**config.mk**
```make
export PLATFORM = sky130hd
export DESIGN_NAME = auto_pointer_layer_controller
export DESIGN_NICKNAME = d
export VERILOG_FILES = /design/src/design/apl_pkg.sv /design/src/design/apl_engine.sv /design/src/design/auto_pointer_layer_controller.sv
export SDC_FILE = /design/constraint.sdc
export NUM_CORES = 1
export LEC_CHECK = 0
export BUFFER_PORTS_ARGS = -buffer_cell sky130_fd_sc_hd__buf_2
export CORE_MARGIN = 10
export CORE_UTILIZATION = 30
export CTS_CLUSTER_SIZE = 25
export DETAILED_ROUTE_END_ITERATION = 8
export PLACE_DENSITY = 0.43
export SETUP_SLACK_MARGIN = 0.1
export SLEW_MARGIN = 0
export SYNTH_ARGS = -nofsm -noshare
export SYNTH_HDL_FRONTEND = slang
export SYNTH_SLANG_ARGS = --single-unit
```
**constraint.sdc**
```tcl
create_clock -name aclk -period 7.5 [get_ports aclk]
set_input_delay 0.375 -clock aclk [delete_from_list [all_inputs] [get_ports aclk]]
set_output_delay 0.375 -clock aclk [all_outputs]
set_load 0.02 [all_outputs]
```
**src/design/apl_pkg.sv**
```systemverilog
// shared types, codes and constants for the pointer layer controller
`default_nettype none

package apl_pkg;

    localparam int LAYER_COUNT    = 32;
    localparam int LAYER_BITS     = 5;
    localparam int EXCLUDED_SLOTS = 4;
    localparam int CFG_DATA_BITS  = 15;
    localparam int CFG_INDEX_BITS = 3;

    // input commands
    localparam logic [2:0] CMD_TICK      = 3'd0;
    localparam logic [2:0] CMD_MOTION    = 3'd1;
    localparam logic [2:0] CMD_POS_PRESS = 3'd2;
    localparam logic [2:0] CMD_KEY_PRESS = 3'd3;
    localparam logic [2:0] CMD_LAYER_OFF = 3'd4;

    // change codes
    localparam logic [1:0] CHG_NONE = 2'd0;
    localparam logic [1:0] CHG_ON   = 2'd1;
    localparam logic [1:0] CHG_OFF  = 2'd2;

    // configuration register indexes
    localparam logic [CFG_INDEX_BITS-1:0] REG_ENABLED    = 3'd0;
    localparam logic [CFG_INDEX_BITS-1:0] REG_IDLE_MS    = 3'd1;
    localparam logic [CFG_INDEX_BITS-1:0] REG_EXCL_COUNT = 3'd2;
    localparam logic [CFG_INDEX_BITS-1:0] REG_EXCL_POS_A = 3'd3;
    localparam logic [CFG_INDEX_BITS-1:0] REG_EXCL_POS_B = 3'd4;
    localparam logic [CFG_INDEX_BITS-1:0] REG_EXCL_POS_C = 3'd5;
    localparam logic [CFG_INDEX_BITS-1:0] REG_EXCL_POS_D = 3'd6;

    typedef struct packed {
        logic [2:0]  command;
        logic [7:0]  position;
        logic [7:0]  layer_req;
        logic [15:0] timeout_ms;
    } apl_in_t;

    typedef struct packed {
        logic                  layer_on;
        logic [LAYER_BITS-1:0] layer_out;
        logic [1:0]            change;
        logic                  bad_layer;
    } apl_out_t;

endpackage

`default_nettype wire

```
**src/design/apl_engine.sv**
```systemverilog
// configuration registers, layer state and the per-beat update logic
`default_nettype none

module apl_engine (
    input  wire logic                                 aclk,
    input  wire logic                                 aresetn,
    input  wire logic                                 cfg_wr_en,
    input  wire logic [apl_pkg::CFG_INDEX_BITS-1:0]   cfg_index,
    input  wire logic [apl_pkg::CFG_DATA_BITS-1:0]    cfg_wdata,
    input  wire logic                                 step_en,
    input  wire apl_pkg::apl_in_t                     item,
    output apl_pkg::apl_out_t                         result
);

    logic        enabled_reg;
    logic [14:0] idle_ms_reg;
    logic [2:0]  excl_count_reg;
    logic [7:0]  excl_pos_reg [apl_pkg::EXCLUDED_SLOTS];

    logic [31:0]                     now_reg, now_next;
    logic [31:0]                     last_key_reg, last_key_next;
    logic                            active_reg, active_next;
    logic [apl_pkg::LAYER_BITS-1:0]  layer_reg, layer_next;
    logic [15:0]                     countdown_reg, countdown_next;
    logic                            running_reg, running_next;

    logic [31:0] elapsed;
    logic [2:0]  excl_used;
    logic        excluded;
    logic        bad;

    // configuration writes
    always_ff @(posedge aclk) begin
        if (!aresetn) begin
            enabled_reg    <= 1'b1;
            idle_ms_reg    <= '0;
            excl_count_reg <= '0;
            for (int i = 0; i < apl_pkg::EXCLUDED_SLOTS; i++) begin
                excl_pos_reg[i] <= '0;
            end
        end else if (cfg_wr_en) begin
            unique case (cfg_index)
                apl_pkg::REG_ENABLED:    enabled_reg     <= cfg_wdata[0];
                apl_pkg::REG_IDLE_MS:    idle_ms_reg     <= cfg_wdata[14:0];
                apl_pkg::REG_EXCL_COUNT: excl_count_reg  <= cfg_wdata[2:0];
                apl_pkg::REG_EXCL_POS_A: excl_pos_reg[0] <= cfg_wdata[7:0];
                apl_pkg::REG_EXCL_POS_B: excl_pos_reg[1] <= cfg_wdata[7:0];
                apl_pkg::REG_EXCL_POS_C: excl_pos_reg[2] <= cfg_wdata[7:0];
                apl_pkg::REG_EXCL_POS_D: excl_pos_reg[3] <= cfg_wdata[7:0];
                default: begin
                end
            endcase
        end
    end

    assign elapsed   = now_reg - last_key_reg;
    assign excl_used = (excl_count_reg > 3'(apl_pkg::EXCLUDED_SLOTS))
                     ? 3'(apl_pkg::EXCLUDED_SLOTS) : excl_count_reg;

    always_comb begin
        excluded = 1'b0;
        for (int i = 0; i < apl_pkg::EXCLUDED_SLOTS; i++) begin
            if ((3'(i) < excl_used) && (excl_pos_reg[i] == item.position)) begin
                excluded = 1'b1;
            end
        end
    end

    always_comb begin
        now_next       = now_reg;
        last_key_next  = last_key_reg;
        active_next    = active_reg;
        layer_next     = layer_reg;
        countdown_next = countdown_reg;
        running_next   = running_reg;
        bad            = 1'b0;

        // a disabled block drops the layer before the command is handled
        if (!enabled_reg && active_reg) begin
            active_next    = 1'b0;
            running_next   = 1'b0;
            countdown_next = '0;
        end

        unique case (item.command)
            apl_pkg::CMD_TICK: begin
                now_next = now_reg + 32'd1;
                if (running_next) begin
                    countdown_next = countdown_next - 16'd1;
                    if (countdown_next == '0) begin
                        running_next = 1'b0;
                        active_next  = 1'b0;
                    end
                end
            end
            apl_pkg::CMD_MOTION: begin
                if (item.layer_req >= 8'(apl_pkg::LAYER_COUNT)) begin
                    bad = 1'b1;
                end else if (enabled_reg) begin
                    layer_next = item.layer_req[apl_pkg::LAYER_BITS-1:0];
                    if (!active_next && (elapsed >= {17'd0, idle_ms_reg})) begin
                        active_next = 1'b1;
                    end
                    if (item.timeout_ms != '0) begin
                        countdown_next = item.timeout_ms;
                        running_next   = 1'b1;
                    end
                end
            end
            apl_pkg::CMD_POS_PRESS: begin
                if (active_next && (excl_count_reg != '0) && !excluded) begin
                    active_next = 1'b0;
                end
            end
            apl_pkg::CMD_KEY_PRESS: begin
                last_key_next = now_reg;
            end
            apl_pkg::CMD_LAYER_OFF: begin
                active_next    = 1'b0;
                running_next   = 1'b0;
                countdown_next = '0;
            end
            default: begin
            end
        endcase
    end

    always_ff @(posedge aclk) begin
        if (!aresetn) begin
            now_reg       <= '0;
            last_key_reg  <= '0;
            active_reg    <= 1'b0;
            layer_reg     <= '0;
            countdown_reg <= '0;
            running_reg   <= 1'b0;
        end else if (step_en) begin
            now_reg       <= now_next;
            last_key_reg  <= last_key_next;
            active_reg    <= active_next;
            layer_reg     <= layer_next;
            countdown_reg <= countdown_next;
            running_reg   <= running_next;
        end
    end

    always_comb begin
        result.layer_on  = active_next;
        result.layer_out = layer_next;
        result.bad_layer = bad;
        if (active_next == active_reg) begin
            result.change = apl_pkg::CHG_NONE;
        end else if (active_next) begin
            result.change = apl_pkg::CHG_ON;
        end else begin
            result.change = apl_pkg::CHG_OFF;
        end
    end

endmodule

`default_nettype wire

```
**src/design/auto_pointer_layer_controller.sv**
```systemverilog
// top level of the automatic pointer layer controller
//
//   channel  direction  handshake          payload
//   s_       in         s_valid / s_ready  s_data  (apl_in_t)
//   m_       out        m_valid / m_ready  m_data  (apl_out_t)
//   cfg_     in         cfg_wr_en          cfg_index, cfg_wdata
//
// one result beat per input beat; an input beat is registered, then
// evaluated combinationally against the layer state and the result registered,
// so one beat can be taken every cycle unless the output register holds the pipe.
// the output register only holds the pipe while m_ready is low.
// aresetn is synchronous; it clears the pipe and returns the layer state and
// the configuration registers to their reset values.
`default_nettype none

module auto_pointer_layer_controller (
    input  wire logic                                 aclk,
    input  wire logic                                 aresetn,
    input  wire logic                                 s_valid,
    output logic                                      s_ready,
    input  wire apl_pkg::apl_in_t                     s_data,
    output logic                                      m_valid,
    input  wire logic                                 m_ready,
    output apl_pkg::apl_out_t                         m_data,
    input  wire logic                                 cfg_wr_en,
    input  wire logic [apl_pkg::CFG_INDEX_BITS-1:0]   cfg_index,
    input  wire logic [apl_pkg::CFG_DATA_BITS-1:0]    cfg_wdata
);

    apl_pkg::apl_in_t  in_reg;
    logic              in_valid_reg;
    apl_pkg::apl_out_t out_reg;
    logic              out_valid_reg;
    apl_pkg::apl_out_t step_result;
    logic              advance;

    // input stage moves on when the output slot is free or being drained
    assign advance = in_valid_reg && (!out_valid_reg || m_ready);
    assign s_ready = !in_valid_reg || advance;

    apl_engine u_engine (
        .aclk      (aclk),
        .aresetn   (aresetn),
        .cfg_wr_en (cfg_wr_en),
        .cfg_index (cfg_index),
        .cfg_wdata (cfg_wdata),
        .step_en   (advance),
        .item      (in_reg),
        .result    (step_result)
    );

    always_ff @(posedge aclk) begin
        if (!aresetn) begin
            in_valid_reg  <= 1'b0;
            out_valid_reg <= 1'b0;
        end else begin
            if (s_ready) begin
                in_valid_reg <= s_valid;
            end
            if (advance) begin
                out_valid_reg <= 1'b1;
            end else if (m_ready) begin
                out_valid_reg <= 1'b0;
            end
        end
    end

    always_ff @(posedge aclk) begin
        if (s_valid && s_ready) begin
            in_reg <= s_data;
        end
        if (advance) begin
            out_reg <= step_result;
        end
    end

    assign m_valid = out_valid_reg;
    assign m_data  = out_reg;

endmodule

`default_nettype wire
```
* After elaboration in Yosys (flattened, before gate mapping) *
Memory sizes are Yosys's and may differ from the RTL's.
Index checks and enable logic that the tools add are counted.

storage, ports and cells
  output and inout port bits = 11
  input bits = 58
  memories = 1
  bits in writable memories = 32
  logic and storage cells = 131
  register bits after elaboration = 152

cells by class
  add/sub/neg operators = 3
  reduce and logical (&&, ||, !) cells = 28
  order comparisons = 7
  equal/unequal tests = 15
  bitwise gates (word level) = 4
  mux-type cells = 54

memory list
  memory                 depth  bits a word  rd ports  clocked after memory_dff  write ports  RTL line          source
  u_engine.excl_pos_reg  4      8            4         0                         4            apl_engine.sv:18  logic [7:0] excl_pos_reg [apl_pkg::EXCLUDED_SLOTS];

operators by type and width
  kind                                                                          number
  16-bit two-way mux                                                            5
  16-bit case mux with 3 select lines                                           1
  1-bit two-way mux                                                             37
  32-bit by 1-bit adder with 32-bit output (second input constant)              1
  8-bit == test                                                                 4
  32-bit by 15-bit >= comparator with 1-bit output                              1
  8-bit two-way mux                                                             4
  32-bit subtractor                                                             1
  16-bit zero test                                                              1
  16-bit nonzero test                                                           1
  16-bit by 1-bit subtractor with 16-bit output (second input constant)         1
  5-bit two-way mux                                                             3
  3-bit by 2-bit == test with 1-bit output (second input constant)              4
  3-bit == test (second input constant)                                         4
  1-bit logical AND                                                             10
  2-bit AND reduction                                                           5
  8-bit by 6-bit >= comparator with 1-bit output (second input constant)        1
  3-bit by 1-bit == test with 1-bit output (second input constant)              2
  3-bit zero test                                                               2
  1-bit by 3-bit less-than comparator with 1-bit output (first input constant)  2
  2-bit by 3-bit less-than comparator with 1-bit output (first input constant)  2
  1-bit zero test                                                               5
  1-bit bitwise OR                                                              4
  1-bit case mux with 4 select lines                                            1
  8 further kinds                                                               9

* Logic depth before layout (Yosys ltp) *
  word-level depth = 13
  mapped depth = 19
  gate-level depth less buffers = 19

* Hierarchy *
A second synthesis with hierarchy kept.

second synthesis, totals
  cell total of the unflattened synthesis = 1175
  area, all modules = 10366.2 sq um

by module, submodules not included
  module                         sequential area each (sq um)  cells each  area each (sq um)  instances
  apl_engine                     3083.0                        1122        8941.1             1
  auto_pointer_layer_controller  1361.3                        53          1425.1             1

* Worst setup path before layout *
No wires, ideal clock.

  path kind = reg-to-reg
  start = register u_engine.now_reg[0]
  end = register out_reg, in the netlist m_data[1], data pin
  path buffers = 0
  arrival time = 3.748 ns
  path slack = 3.497 ns
  required time = 7.245 ns
  setup time = 0.255 ns
  stages on the path, launching flop included = 19
  cells stage by stage = dfxtp_1 > inv_1 > ha_1 > fa_1 > nand2b_1 > a21o_1 > and2_1 > o21a_1 > o21ai_0 > xor2_1 > ha_1 > o21ai_0 > nor2_1 > a211oi_1 > o211ai_1 > a211oi_1 > nand4b_1 > or4_1 > and3_1

on the way
  word-level cells in the longest chain between the ends = 8
  elaborated cells between the ends (all ways) = 9
  those cells by class = add/sub: 1; order compare: 1; eq/ne: 1; mux: 5; reduce/logical: 1

ends and longest elaborated chain
  item                                                  RTL line                              source
  from (decl)                                           apl_engine.sv:20                      logic [31:0] now_reg, now_next;
  from (signal assigned)                                apl_engine.sv:137                     now_reg <= now_next;
  32-bit subtractor (*)                                 apl_engine.sv:56                      assign elapsed = now_reg - last_key_reg;
  32-bit by 15-bit >= comparator with 1-bit output (*)  apl_engine.sv:101                     if (!active_next && (elapsed >= {17'd0, idle_ms_reg})) begin
  1-bit logical AND (*)                                 apl_engine.sv:101
  1-bit two-way mux (*)                                 apl_engine.sv:101
  1-bit two-way mux (*)                                 apl_engine.sv:99                      end else if (enabled_reg) begin
  1-bit two-way mux (*)                                 apl_engine.sv:97                      if (item.layer_req >= 8'(apl_pkg::LAYER_COUNT)) begin
  1-bit case mux with 4 select lines (*)                apl_engine.sv:85                      unique case (item.command)
  2-bit two-way mux or 1-bit == test (tied branches)    apl_engine.sv:152, apl_engine.sv:150
  to (signal assigned)                                  auto_pointer_layer_controller.sv:73   out_reg <= step_result;
  to (decl)                                             auto_pointer_layer_controller.sv:32   apl_pkg::apl_out_t out_reg;

Every way passes the cells marked *; elsewhere a longest branch is shown, timed or not.
A chain may end at the register's enable or synchronous reset.

* Final worst setup path *
  start = register u_engine.now_reg[3]
  end = register out_reg, in the netlist m_data[1], data pin

Same word-level chain as after synthesis.

==> results.sh <==
export IMPL_synthXorXnorAreaFrac=0.0741
export IMPL_finalCritPeriodShare=0.610
export IMPL_largest_reg_flops=35
export IMPL_synth_top_family_by_area="simple AND/OR/NAND/NOR gates"
export IMPL_cts_hold_fix_buffers=0
export IMPL_antenna_cells=0
export IMPL_fp_row_count=68
export IMPL_vias_per_cell=5.02
export IMPL_die_y_um=208
export IMPL_cts_inserted_buffers=17
export IMPL_async_flop_share=0
export IMPL_power_density_nw_per_um2=184
export IMPL_gp_congestion=0.853
export IMPL_cts_buffer_depth=2
export IMPL_cp_start_kind="flop"
export IMPL_yosysMostFrequentCell="nand2_1"
export IMPL_start_util=0.306
export IMPL_seq_area_frac_synth=0.418
export IMPL_post_cts_resized=0
export IMPL_drv_cap=0
export IMPL_drtAntennaViolNets=0
export IMPL_synth_top_area_frac=0.215
export IMPL_firstDrtPassIters=5
export IMPL_worstMarginPinSlew_ns=1.04
export IMPL_synth_nets=1363
export IMPL_vias=8827
export IMPL_yosys_area_share_simple=0.230
export IMPL_grt_use_total=0.138
export IMPL_fin_crit_ns=4.58
export IMPL_yosysWarnings=0
export IMPL_drc=0
export IMPL_synth_compound_area_share=0.163
export IMPL_syn_avg_cell_area_um2=8.47
export IMPL_grt_pass1_vias=8723
export IMPL_antenna_found_initial=0
export IMPL_synth_fa_ha_area_frac=0.0595
export IMPL_postCtsSetupBuffers=0
export IMPL_cp_data_required_time_ns=7.71
export IMPL_root_buffer="clkbuf_16"
export IMPL_holdWs_ns=0.0892
export IMPL_setup_viol=0
export IMPL_synth_area_um2=10600
export IMPL_die_area_um2=43400
export IMPL_synth_ff_latch_count=184
export IMPL_synthTopCellsByCount="184 x nand2_1, 121 x a21oi_1, 108 x dfxtp_1"
export IMPL_drt_total_wl_um=29900
export IMPL_clk_pin_slew_ns=0.08
export IMPL_finalSetupTns_ns=0
export IMPL_gr_total_overflow=0
export IMPL_drive_gt1_frac=0.0945
export IMPL_portBuffers=68
export IMPL_hold_class="in -> reg"
export IMPL_critPathArrivalTime_ns=4.79
export IMPL_tritoncts="yes"
export IMPL_finalHoldViolations=0
export IMPL_cp_max_fo=6
export IMPL_ios=69
export IMPL_grt_max_degree=54
export IMPL_synth_cell_types=67
export IMPL_synth_mux_area_fraction=0.00941
export IMPL_area_delta_synth_final_pct=12.4
export IMPL_relSlewSlack=0.303
export IMPL_p_leak_nw=4.55
export IMPL_yosys_top_cells_area="edfxtp_1 21%, dfxtp_1 20%, nand2_1 6.5%"
export IMPL_worstSetupPathType="reg -> reg"
export IMPL_synth_ff_type="dfxtp_1"
export IMPL_slew_violations=0
export IMPL_vdd_drop_max_uv=146
export IMPL_rsz0062_at_grt="no"
export IMPL_first_iter_violations=582
export IMPL_cts_sinks=184
export IMPL_worst_clock_skew_ns=0.0159
export IMPL_worstSetupEndpointType="flop"
export IMPL_synth_enable_flop_cells=76
export IMPL_die_w_um=208
export IMPL_grt_pass1_wl_um=48800
export IMPL_final_nets=1397
export IMPL_core_area_um2=34800
export IMPL_htreeDepth=4
export IMPL_status="completed"
export IMPL_synth_top_area_cell="edfxtp_1"
export IMPL_dp_hpwl_um=22100
export IMPL_synthCells=1255
export IMPL_clk_insertion_delay_late_ns=0.45
export IMPL_achievable_frequency_mhz=218
export IMPL_wl_per_cell_um=17.0
final timing paths:
| path | cells after the start | startpoint | slack [ns] | end |
|---|---|---|---|---|
| setup reg to reg | 16 | u_engine.now_reg[3] | 2.92 | m_data[1] |
| hold reg to reg | 2 | u_engine.last_key_reg[23] | 0.45 | u_engine.last_key_reg[23] |
| setup / recovery | 16 | u_engine.now_reg[3] | 2.92 | m_data[1] |
| hold / removal | 1 | s_data[6] | 0.09 | in_reg[6] |
metal layers:
| layer | track usage | vias to the layer above | routed length, um |
|---|---|---|---|
| li1 | - | 4484 | - |
| met1 | 0.180 | 4180 | 14500 |
| met2 | 0.225 | 136 | 14200 |
| met3 | 0.0285 | 27 | 836 |
| met4 | 0.0416 | 0 | 481 |
| met5 | 0 | - | 0 |
logic make-up after synthesis:
| group | count (synthesis) |
|---|---|
| xor gates and xnor gates | 90 |
| DFF | 184 |
| muxes | 10 |
| buffers and inverters | 126 |
| AOI/OAI and AO/OA | 284 |
| and+or+nand+nor | 511 |
| adders and majority gates | 50 |
worst max-delay path, cell delays in order (launching register included):
cell and delay [ns]:
dfxtp_1 0.44, ha_1 0.33, a21o_1 0.20, a21oi_1 0.22, a21oi_1 0.14, o21ai_0 0.32, nand2b_1 0.11, xor2_1 0.15
ha_1 0.29, a2111oi_0 0.42, o21ai_0 0.15, a211oi_1 0.29, o211ai_1 0.13, a211oi_1 0.20, nand4b_1 0.18, or4_1 0.56
and3_1 0.20
metrics by stage:
| stage | cell area [um2] | total power [W] | std cells | setup slack, ns | util |
|---|---|---|---|---|---|
| after global routing | 12000 | 0.00229 | 1757 | 2.59 | 0.344 |
| after floorplan | 10600 | 0.00124 | 1255 | 3.50 | - |
| after detailed placement | 11400 | 0.00131 | 1725 | 2.88 | 0.327 |
| after global placement | 11400 | 0.00131 | 1725 | 2.99 | 0.327 |
| after CTS | 12000 | 0.00223 | 1757 | 2.85 | 0.344 |
| final | 12000 | 0.00219 | 1757 | 2.92 | 0.344 |
cell usage in the layout, fill, tap and decap left out, drive strengths merged, types with 28 or more instances in the layout:
cell type	n
o21ai	60
ha	49
dfxtp	108
nand2	184
nand3	38
and2	42
buf	77
inv	69
xnor2	49
xor2	41
nor3	28
edfxtp	76
a21oi	121
nor2	106
power by group:
| part | total (W) | switching (W) | internal (W) |
|---|---|---|---|
| sequential | 0.00111 | 0.0000282 | 0.00108 |
| clock | 0.000912 | 0.000440 | 0.000472 |
| combinational | 0.000177 | 0.000109 | 0.0000677 |
layout make-up:
class,count,area (um2)
multi-input cells,945,5710
repair buffers,77,408
well taps,455,569
fillers,3694,22800
clock buffers,17,425
inverters,64,241
flip-flops and latches,184,4440
clock inverters,15,160
No activity file was read; power rests on OpenSTA's default activity.
